===== config.mk =====
export PLATFORM = sky130hd
export DESIGN_NAME = packet_field_increment_modifier_core
export DESIGN_NICKNAME = d
export VERILOG_FILES = /design/src/design/pfim_pkg.sv /design/src/design/packet_field_increment_modifier_core.sv
export SDC_FILE = /design/constraint.sdc
export NUM_CORES = 1
export LEC_CHECK = 0
export BUFFER_PORTS_ARGS = -buffer_cell sky130_fd_sc_hd__buf_4
export CORE_ASPECT_RATIO = 1.25
export CORE_UTILIZATION = 53
export DETAILED_ROUTE_END_ITERATION = 16
export PLACE_DENSITY_LB_ADDON = 0.15
export SYNTH_ARGS = -nofsm -noshare
export SYNTH_HDL_FRONTEND = slang
export SYNTH_SLANG_ARGS = --single-unit

===== constraint.sdc =====
create_clock -name clk -period 13.7 [get_ports clk]
set_clock_uncertainty 0.15 [all_clocks]
set_input_delay 1.37 -clock clk [delete_from_list [all_inputs] [get_ports clk]]
set_output_delay 1.37 -clock clk [all_outputs]
set_load 0.005 [all_outputs]

===== src/design/pfim_pkg.sv =====
// Shared types and constants for the packet field increment modifier.
`timescale 1ns / 1ps

package pfim_pkg;

    // Byte counter stops at this position; later bytes are never modified.
    localparam int MAX_FRAME_BYTES = 2048;
    localparam int POS_W           = $clog2(MAX_FRAME_BYTES + 1);

    localparam int CFG_INDEX_W = 3;
    localparam int CFG_DATA_W  = 32;

    typedef enum logic [CFG_INDEX_W-1:0] {
        REG_FIELD_OFFSET = 3'd0,
        REG_FIELD_SIZE   = 3'd1,
        REG_BIT_START    = 3'd2,
        REG_BIT_LENGTH   = 3'd3,
        REG_START_VALUE  = 3'd4,
        REG_LIMIT_VALUE  = 3'd5,
        REG_STEP         = 3'd6
    } pfim_reg_idx_t;

    // Size code three selects no field in whole-field mode.
    typedef enum logic [1:0] {
        SIZE_ONE_BYTE  = 2'd0,
        SIZE_TWO_BYTES = 2'd1,
        SIZE_FOUR_BYTES = 2'd2,
        SIZE_NO_FIELD  = 2'd3
    } pfim_size_t;

    typedef struct packed {
        logic [7:0] packet_byte;
        logic       packet_end;
    } pfim_in_t;

    typedef struct packed {
        logic [7:0] out_byte;
        logic       out_end;
    } pfim_out_t;

endpackage


===== src/design/packet_field_increment_modifier_core.sv =====
// Top level of the packet field increment modifier.
`timescale 1ns / 1ps

// Packet bytes stream through one beat per cycle while the output side is not
// stalled. One field at a programmable byte offset is overwritten with a
// running value: a whole 1-, 2- or 4-byte big-endian field, or a bit field
// inside a 1- or 2-byte word counted from the MSB. The first packet after reset
// or after any register write carries the base value; the value advances by
// step at every packet end (whole fields wrap at their width, bit fields do
// not) and returns to base once it exceeds max. Rate is one byte per cycle
// while unstalled: the field insert and the 33-bit advance add/compare are
// combinational between the running-value state and the output register, and
// a skid register behind the output register lets a beat be taken while the
// previous result waits. Bytes at position MAX_FRAME_BYTES or later pass
// unchanged. Write configuration only while no beat is in flight.
module packet_field_increment_modifier_core
(
    input  logic                                  clk,
    input  logic                                  rst_n,

    input  logic                                  in_valid,
    output logic                                  in_ready,
    input  pfim_pkg::pfim_in_t                    in_data,

    output logic                                  out_valid,
    input  logic                                  out_ready,
    output pfim_pkg::pfim_out_t                   out_data,

    input  logic                                  cfg_we,
    input  logic [pfim_pkg::CFG_INDEX_W-1:0]      cfg_index,
    input  logic [pfim_pkg::CFG_DATA_W-1:0]       cfg_data
);

    typedef enum logic [1:0] {
        MODE_NONE,
        MODE_WHOLE,
        MODE_BITS
    } mode_t;

    // Configuration registers
    logic [10:0] field_offset_reg;
    logic [1:0]  field_size_reg;
    logic [3:0]  bit_start_reg;
    logic [4:0]  bit_length_reg;
    logic [31:0] start_value_reg;
    logic [31:0] limit_value_reg;
    logic [31:0] step_reg;

    // Running state
    logic [31:0]               current_value_reg;
    logic [31:0]               current_value_next;
    logic                      primed_reg;
    logic [pfim_pkg::POS_W-1:0] byte_position_reg;
    logic [pfim_pkg::POS_W-1:0] byte_position_next;

    // Output register and skid register
    logic                      out_valid_reg;
    pfim_pkg::pfim_out_t       out_data_reg;
    logic                      skid_valid_reg;
    pfim_pkg::pfim_out_t       skid_data_reg;

    logic accept;

    // Field geometry
    mode_t       mode;
    logic [31:0] fmask;
    logic [2:0]  nbytes;
    logic [4:0]  shift;
    logic        bit_word_two;
    logic [5:0]  bit_span;
    logic [5:0]  word_bits;
    logic [5:0]  shift_full;
    logic        bit_ok;
    logic [16:0] len_mask;

    // Datapath
    logic [31:0] prime_value;
    logic [31:0] cv_eff;
    logic [31:0] cv_masked;
    logic [31:0] word;
    logic [31:0] wmask;
    logic [pfim_pkg::POS_W-1:0] rel;
    logic        hit;
    logic [2:0]  byte_sel_full;
    logic [1:0]  byte_sel;
    logic [7:0]  mb;
    logic [7:0]  vb;
    logic [32:0] sum;
    logic [31:0] max_masked;
    logic [31:0] base_masked;
    logic [31:0] wrapped;
    pfim_pkg::pfim_out_t result;

    assign in_ready  = !skid_valid_reg;
    assign accept    = in_valid && in_ready;
    assign out_valid = out_valid_reg;
    assign out_data  = out_data_reg;

    // Decode the field shape from the configuration.
    always_comb
    begin
        bit_word_two = (field_size_reg != pfim_pkg::SIZE_ONE_BYTE);
        bit_span     = {2'b00, bit_start_reg} + {1'b0, bit_length_reg};
        word_bits    = bit_word_two ? 6'd16 : 6'd8;
        bit_ok       = (bit_length_reg <= 5'd16) && (bit_span <= word_bits);
        len_mask     = (17'd1 << bit_length_reg) - 17'd1;
        shift_full   = word_bits - bit_span;

        mode   = MODE_NONE;
        fmask  = 32'd0;
        nbytes = 3'd0;
        shift  = 5'd0;
        if (bit_length_reg != 5'd0)
        begin
            if (bit_ok)
            begin
                mode   = MODE_BITS;
                fmask  = {16'd0, len_mask[15:0]};
                nbytes = bit_word_two ? 3'd2 : 3'd1;
                shift  = shift_full[4:0];
            end
        end
        else
        begin
            case (field_size_reg)
                pfim_pkg::SIZE_ONE_BYTE:
                begin
                    mode   = MODE_WHOLE;
                    fmask  = 32'h0000_00FF;
                    nbytes = 3'd1;
                end
                pfim_pkg::SIZE_TWO_BYTES:
                begin
                    mode   = MODE_WHOLE;
                    fmask  = 32'h0000_FFFF;
                    nbytes = 3'd2;
                end
                pfim_pkg::SIZE_FOUR_BYTES:
                begin
                    mode   = MODE_WHOLE;
                    fmask  = 32'hFFFF_FFFF;
                    nbytes = 3'd4;
                end
                default:
                begin
                    mode = MODE_NONE;
                end
            endcase
        end
    end

    // Insert the field and work out the next running value.
    always_comb
    begin
        base_masked = start_value_reg & fmask;
        max_masked  = limit_value_reg & fmask;
        prime_value = (mode != MODE_NONE) ? base_masked : start_value_reg;
        // Unprimed: this beat already uses base.
        cv_eff      = primed_reg ? current_value_reg : prime_value;
        cv_masked   = cv_eff & fmask;
        word        = cv_masked << shift;
        wmask       = fmask << shift;

        rel = byte_position_reg - {1'b0, field_offset_reg};
        hit = (mode != MODE_NONE)
              && (byte_position_reg < pfim_pkg::POS_W'(pfim_pkg::MAX_FRAME_BYTES))
              && (byte_position_reg >= {1'b0, field_offset_reg})
              && (rel < {{(pfim_pkg::POS_W-3){1'b0}}, nbytes});

        // Big-endian: first field byte is the most significant one.
        byte_sel_full = nbytes - 3'd1 - {1'b0, rel[1:0]};
        byte_sel      = byte_sel_full[1:0];
        mb            = wmask[{byte_sel, 3'b000} +: 8];
        vb            = word[{byte_sel, 3'b000} +: 8];

        result.out_end  = in_data.packet_end;
        result.out_byte = hit ? ((in_data.packet_byte & ~mb) | (vb & mb))
                              : in_data.packet_byte;

        sum     = {1'b0, cv_masked} + {1'b0, step_reg};
        wrapped = sum[31:0] & fmask;

        current_value_next = cv_eff;
        if (in_data.packet_end)
        begin
            case (mode)
                MODE_WHOLE:
                begin
                    current_value_next = (wrapped > max_masked) ? base_masked : wrapped;
                end
                MODE_BITS:
                begin
                    current_value_next = (sum > {1'b0, max_masked}) ? base_masked
                                                                     : sum[31:0];
                end
                default:
                begin
                    current_value_next = cv_eff;
                end
            endcase
        end

        if (in_data.packet_end)
        begin
            byte_position_next = '0;
        end
        else if (byte_position_reg < pfim_pkg::POS_W'(pfim_pkg::MAX_FRAME_BYTES))
        begin
            byte_position_next = byte_position_reg + 1'b1;
        end
        else
        begin
            byte_position_next = byte_position_reg;
        end
    end

    // Configuration and running state. A register write drops the primed
    // flag so the next beat reloads base.
    always_ff @(posedge clk or negedge rst_n)
    begin
        if (!rst_n)
        begin
            field_offset_reg  <= '0;
            field_size_reg    <= '0;
            bit_start_reg     <= '0;
            bit_length_reg    <= '0;
            start_value_reg   <= '0;
            limit_value_reg   <= 32'hFFFF_FFFF;
            step_reg          <= 32'd1;
            current_value_reg <= '0;
            primed_reg        <= 1'b0;
            byte_position_reg <= '0;
        end
        else
        begin
            if (accept)
            begin
                current_value_reg <= current_value_next;
                primed_reg        <= 1'b1;
                byte_position_reg <= byte_position_next;
            end
            if (cfg_we)
            begin
                case (cfg_index)
                    pfim_pkg::REG_FIELD_OFFSET:
                    begin
                        field_offset_reg <= cfg_data[10:0];
                        primed_reg       <= 1'b0;
                    end
                    pfim_pkg::REG_FIELD_SIZE:
                    begin
                        field_size_reg <= cfg_data[1:0];
                        primed_reg     <= 1'b0;
                    end
                    pfim_pkg::REG_BIT_START:
                    begin
                        bit_start_reg <= cfg_data[3:0];
                        primed_reg    <= 1'b0;
                    end
                    pfim_pkg::REG_BIT_LENGTH:
                    begin
                        bit_length_reg <= cfg_data[4:0];
                        primed_reg     <= 1'b0;
                    end
                    pfim_pkg::REG_START_VALUE:
                    begin
                        start_value_reg <= cfg_data;
                        primed_reg      <= 1'b0;
                    end
                    pfim_pkg::REG_LIMIT_VALUE:
                    begin
                        limit_value_reg <= cfg_data;
                        primed_reg      <= 1'b0;
                    end
                    pfim_pkg::REG_STEP:
                    begin
                        step_reg   <= cfg_data;
                        primed_reg <= 1'b0;
                    end
                    default:
                    begin
                        // Unused index: drop the write.
                    end
                endcase
            end
        end
    end

    // Output register with skid: a stalled output parks the next beat in the
    // skid register, and the input holds off only while that is full.
    always_ff @(posedge clk or negedge rst_n)
    begin
        if (!rst_n)
        begin
            out_valid_reg  <= 1'b0;
            skid_valid_reg <= 1'b0;
        end
        else
        begin
            if (!out_valid_reg || out_ready)
            begin
                out_valid_reg  <= skid_valid_reg || accept;
                skid_valid_reg <= 1'b0;
            end
            else if (accept)
            begin
                skid_valid_reg <= 1'b1;
            end
        end
    end

    always_ff @(posedge clk)
    begin
        if (!out_valid_reg || out_ready)
        begin
            out_data_reg <= skid_valid_reg ? skid_data_reg : result;
        end
        else if (accept)
        begin
            skid_data_reg <= result;
        end
    end

`ifndef NO_ASSERTIONS
    // A parked beat always has a beat ahead of it in the output register.
    assert property (@(posedge clk) disable iff (!rst_n)
        skid_valid_reg |-> out_valid_reg)
        else $error("skid holds a beat while output register is empty");

    // The byte counter saturates at the frame limit.
    assert property (@(posedge clk) disable iff (!rst_n)
        byte_position_reg <= pfim_pkg::POS_W'(pfim_pkg::MAX_FRAME_BYTES))
        else $error("byte position beyond frame limit");

    // A packet end restarts the byte count.
    assert property (@(posedge clk) disable iff (!rst_n)
        accept && in_data.packet_end |=> byte_position_reg == '0)
        else $error("byte position not cleared after packet end");

    // Any write to a defined register forces a reload of base.
    assert property (@(posedge clk) disable iff (!rst_n)
        cfg_we && (cfg_index <= pfim_pkg::REG_STEP) |=> !primed_reg)
        else $error("register write did not clear primed flag");
`endif

endmodule

After elaboration in Yosys (flattened, before gate mapping)

Index checks and enable logic that the tools add are counted.

Register bits: 183
Bits of input ports: 49
Output and inout bits: 11
Logic and storage cells: 110

Add/subtract/negate cells: 8
Magnitude comparators: 7
Equality and inequality tests: 10
Shift-type cells: 5
Mux-type cells: 28
Bitwise operators: 9
Reductions and logical operators: 27

Operator list:

| operator              | count |
|---|---|
| $mux 32               | 6 |
| $and 32x32->32        | 4 |
| $pmux 32 s3           | 1 |
| $pmux 32 s2           | 1 |
| $shiftx 32x6->8       | 2 |
| $shl 32x5->32         | 2 |
| $add 32x32->33        | 1 |
| $gt 33x32->1          | 1 |
| $gt 32x32->1          | 1 |
| $mux 12               | 2 |
| $reduce_and 2->1      | 9 |
| $and 8x8->8           | 2 |
| $mux 16               | 1 |
| $shl 1x5->16 const A  | 1 |
| $sub 16x1->16 const B | 1 |
| $mux 5                | 3 |
| $add 12x1->12 const B | 1 |
| $ge 12x11->1          | 1 |
| $lt 12x12->1 const B  | 1 |
| $lt 12x3->1           | 1 |
| $sub 12x11->12        | 1 |
| $eq 3x3->1 const B    | 3 |
| $mux 9                | 1 |
| $pmux 3 s3            | 1 |
| other kinds (26)      | 46 |

Depth between registers and ports, before layout

Depth after elaboration: 16
Mapped depth: 40
Mapped depth without buffers: 37

Worst setup path after synthesis

OpenSTA, ideal clock, no wires.

Kind: flip-flop to flip-flop
Start: register bit_length_reg[1]
End: register current_value_reg[1]
Library setup time: 126 ps
Data arrival time: 7887 ps
Slack: 5537 ps
Stages on the path, launching flop included: 39
Buffers on the path: 4
Cell sequence: dfrtp_1 > clkbuf_1 > inv_1 > fa_1 > inv_1 > a21o_1 > a21oi_1 > xnor2_1 > ha_1 > nor2b_1 > o22a_1 > a211oi_2 > buf_4 > a21oi_2 > nor2_1 > ha_1 > clkbuf_1 > nand2_1 > [3 not listed] > nor2_1 > o2bb2ai_1 > o31ai_1 > a31oi_1 > xor2_1 > inv_1 > ha_1 > nand4_1 > nor2_1 > nand2_1 > nor3_1 > a211oi_1 > nor3_1 > nand2_2 > buf_4 > mux2i_1 > o22ai_1 > a221o_1

Longest elaborated chain between the ends: 15
Elaborated cells between the ends (all ways): 27

RTL lines:

| item                                                | RTL line                                                                                 | text |
|---|---|---|
| start: declaration                                  | packet_field_increment_modifier_core.sv:44                                               | `logic [4:0] bit_length_reg;` |
| start signal: assignment                            | packet_field_increment_modifier_core.sv:262                                              | `bit_length_reg <= cfg_data[4:0];` |
| $add 4x5->6                                         | packet_field_increment_modifier_core.sv:103                                              | `bit_span = {2'b00, bit_start_reg} + {1'b0, bit_length_reg};` |
| $le 6x5->1                                          | packet_field_increment_modifier_core.sv:105                                              | `bit_ok = (bit_length_reg <= 5'd16) && (bit_span <= word_bits);` |
| $logic_and 1x1->1                                   | packet_field_increment_modifier_core.sv:105                                              |  |
| $mux 16 or $mux 2 (tied branches)                   | packet_field_increment_modifier_core.sv:115                                              | `if (bit_ok)` |
| $mux 32 or $mux 2 (tied branches)                   | packet_field_increment_modifier_core.sv:113                                              | `if (bit_length_reg != 5'd0)` |
| $and 32x32->32 or $reduce_bool 2->1 (tied branches) | packet_field_increment_modifier_core.sv:155, packet_field_increment_modifier_core.sv:157 |  |
| $mux 32                                             | packet_field_increment_modifier_core.sv:157                                              | `prime_value = (mode != MODE_NONE) ? base_masked : start_value_reg;` |
| $mux 32                                             | packet_field_increment_modifier_core.sv:159                                              | `cv_eff = primed_reg ? current_value_reg : prime_value;` |
| $and 32x32->32                                      | packet_field_increment_modifier_core.sv:160                                              | `cv_masked = cv_eff & fmask;` |
| $add 32x32->33                                      | packet_field_increment_modifier_core.sv:180                                              | `sum = {1'b0, cv_masked} + {1'b0, step_reg};` |
| $and 32x32->32                                      | packet_field_increment_modifier_core.sv:181                                              | `wrapped = sum[31:0] & fmask;` |
| $gt 32x32->1                                        | packet_field_increment_modifier_core.sv:189                                              | `current_value_next = (wrapped > max_masked) ? base_masked : wrapped;` |
| $mux 32                                             | packet_field_increment_modifier_core.sv:189                                              |  |
| $pmux 32 s2                                         | packet_field_increment_modifier_core.sv:186                                              | `case (mode)` |
| $mux 32 *                                           | packet_field_increment_modifier_core.sv:184                                              | `if (in_data.packet_end)` |
| end signal: assignment                              | packet_field_increment_modifier_core.sv:238                                              | `current_value_reg <= current_value_next;` |
| end: declaration                                    | packet_field_increment_modifier_core.sv:50                                               | `logic [31:0] current_value_reg;` |

Mark *: on every way between the ends. The rest lies on a longest branch, timed or not.
A chain may end at the register's enable or synchronous reset.

Worst setup path in the final report

Start: register bit_length_reg[0]
End: register current_value_reg[16]

The elaborated chain is that of the path after synthesis.

==> out/metrics.cfg <==
[sta]
hold_ws_ps = 355
layout_min_cycle_time_ps = 9960
max_freq_ghz = 0.100
finalMaxSlewViolations = 0
finalCritPeriodShare = 0.727
setup_violations = 0
layout_setup_ws_ps = 3740
rsz0062_at_grt = false
tightest_slew_ps = 1000
slew_headroom = 0.331
hold_violations = 0
tns_ps = 0

[cells_and_area]
final_cell_mix = 164 x nand2_1, 137 x a21oi_1, 135 x nor2_1
n_antenna_cell = 0
stdcell_count = 2283
post-route-util = 0.582
drive_gt1_frac = 0.175
nets = 2043
fin_area_mm2 = 0.0175
layout_commonest_cell = nand2_1
synthToLayoutAreaGrowth_pct = 8.45

[power]
irDropWorstVdd_v = 0.000133
swShare = 0.534
p_per_area_mw_per_mm2 = 232
pwr-share-seq = 0.198
power_mw = 4.05
switchingPower_mw = 2.16
pwr-share-clk = 0.129
pwr-share-comb = 0.673
p_leak_nw = 7.44
power.internal_mw = 1.89

[worst_hold_path]
hold_class = reg2reg

[detailed_routing]
drt-total-wl_mm = 60.1
via_per_inst = 6.82
routedWlPerCell_um = 26.3
via_count = 15600
firstDrtPassIters = 6
drc_errors = 0
antenna_left = 0
drt_first_iter_violations = 1786

[worst_setup_path]
cp_max_fo = 21
crit_path_max_incr_delay_ps = 790
cp_slowest_cell = o21ai_0
path_class = reg2reg
cp_data_arrival_time_ps = 10190
worstSetupStartpointType = register
cp.required_ps = 13930
endpoint_kind = register

[synth]
yosysUniqueCellTypes = 100
synth.net_count = 2036
synth_ff_type = dfrtp_1
syn_avg_cell_area_um2 = 8.65
netlist_instances = 1862
synthArstFlopShare = 0.902
ys_seq_area_frac = 0.292
ys_seq_elements = 183
yosys_warnings = 0
syn-cell-area_mm2 = 0.0161
synth_edf_count = 18

[grt]
grt_overflow = 0
grt_pass1_vias = 15000
grt_pass1_wl_mm = 91.4
grt_start_max_net_pins = 70
antenna_found_initial = 1
grt_usage = 0.398

[die]
ios = 60
die_x_um = 158
core_mm2 = 0.0300
start_util = 0.537
dieArea_mm2 = 0.0311
fp.dieH_um = 197
row_count = 71

[outcome]
status = complete, no violations

[clock_network]
clk_latency_ps = 470
clk_pin_slew_ps = 80
cts_hold_buffers = 0
clock-root-buffer = clkbuf_16
numCtsBuffers = 17
cts_tree = yes
clock_sinks = 183
clockBufferDepth = 2
postCtsSetupBuffers = 0
htreeDepth = 4
cts_resized = 0

[placed_design]
place_hpwl_mm = 45.6
dp.cells = 2251
portBuffers = 59
routabilityCongestion = 1.02
place_area_mm2 = 0.0169
pre_cts_ws_ps = 4040

[run]
cap_violations = 0

==> Yosys cell counts (19+ instances only) <==
master	number	area (um2)
nand3_1	46	230
mux2i_1	56	561
o21ai_0	129	646
nor3_1	45	225
o22ai_1	22	138
nand2_1	164	616
xnor2_1	33	289
dfrtp_1	132	3300
nand2b_1	21	131
mux2_2	122	1370
inv_1	73	274
ha_1	122	1530
a21oi_1	137	686
a31oi_1	37	231
clkbuf_1	71	267
and2_1	28	175
a21o_1	41	308
o21bai_1	19	143
nor2_1	135	507
dfstp_2	33	867
a211oi_1	22	165
==> layout make-up <==
class	instances	area, um2
Clock buffer	18	439
Clock inverter	14	154
Fill cell	2845	12600
Inverter	75	282
Multi-Input combinational cell	1498	10700
Sequential cell	183	4710
Tap cell	401	502
Timing Repair Buffer	94	709
==> path summary, 6_finish.rpt <==
| check | start | to | slack [ps] | cells past startpoint |
|---|---|---|---|---|
| min in group asynchronous | rst_n | out_valid$_DFFE_PN0N_ | 740 | 1 |
| min | current_value_reg[0]$_DFFE_PN0P_ | current_value_reg[0]$_DFFE_PN0P_ | 350 | 2 |
| max in group asynchronous | rst_n | primed_reg$_DFF_PN0_ | 11360 | 2 |
| max | bit_length_reg[0]$_DFFE_PN0P_ | current_value_reg[16]$_DFFE_PN0P_ | 3740 | 35 |
| min reg2reg | current_value_reg[0]$_DFFE_PN0P_ | current_value_reg[0]$_DFFE_PN0P_ | 350 | 2 |
| max reg2reg | bit_length_reg[0]$_DFFE_PN0P_ | current_value_reg[16]$_DFFE_PN0P_ | 3740 | 35 |
==> worst max-delay path: cells and delay by family, from the launching register on <==
kind	cells	cell delay (ps)
compound gates	13	3770
buf+inv	5	600
flops	1	650
xor+xnor	2	440
fa+ha+maj	5	1750
simple gates	10	2480
==> power groups by stage <==
stage,sequential [mW],combinational [mW],clock [mW]
final,0.803,2.73,0.522
after global routing,0.818,2.91,0.545
after CTS,0.799,2.63,0.525
after detailed placement,0.809,2.62,0
after global placement,0.808,2.60,0
after floorplan,0.759,1.86,0
==> cell families after synthesis <==
family / after synthesis / share of synthesized area
XOR/XNOR: 50 / 0.0272
adder cells (fa/ha/maj): 126 / 0.0992
multiplexers: 179 / 0.121
buffers and inverters: 181 / 0.0467
AND/OR/NAND/NOR: 550 / 0.165
AO/OA/AOI/OAI: 593 / 0.249
flip-flops: 183 / 0.292
==> metal layers <==
| layer | GRT usage | up-vias | routed length [um] |
|---|---|---|---|
| met5 | 0 | - | 9 |
| met2 | 0.652 | 827 | 28400 |
| li1 | - | 6963 | - |
| met3 | 0.0787 | 250 | 4520 |
| met4 | 0.286 | 2 | 4660 |
| met1 | 0.461 | 7532 | 22500 |
Note: power is estimated with default switching activity, not from simulation.
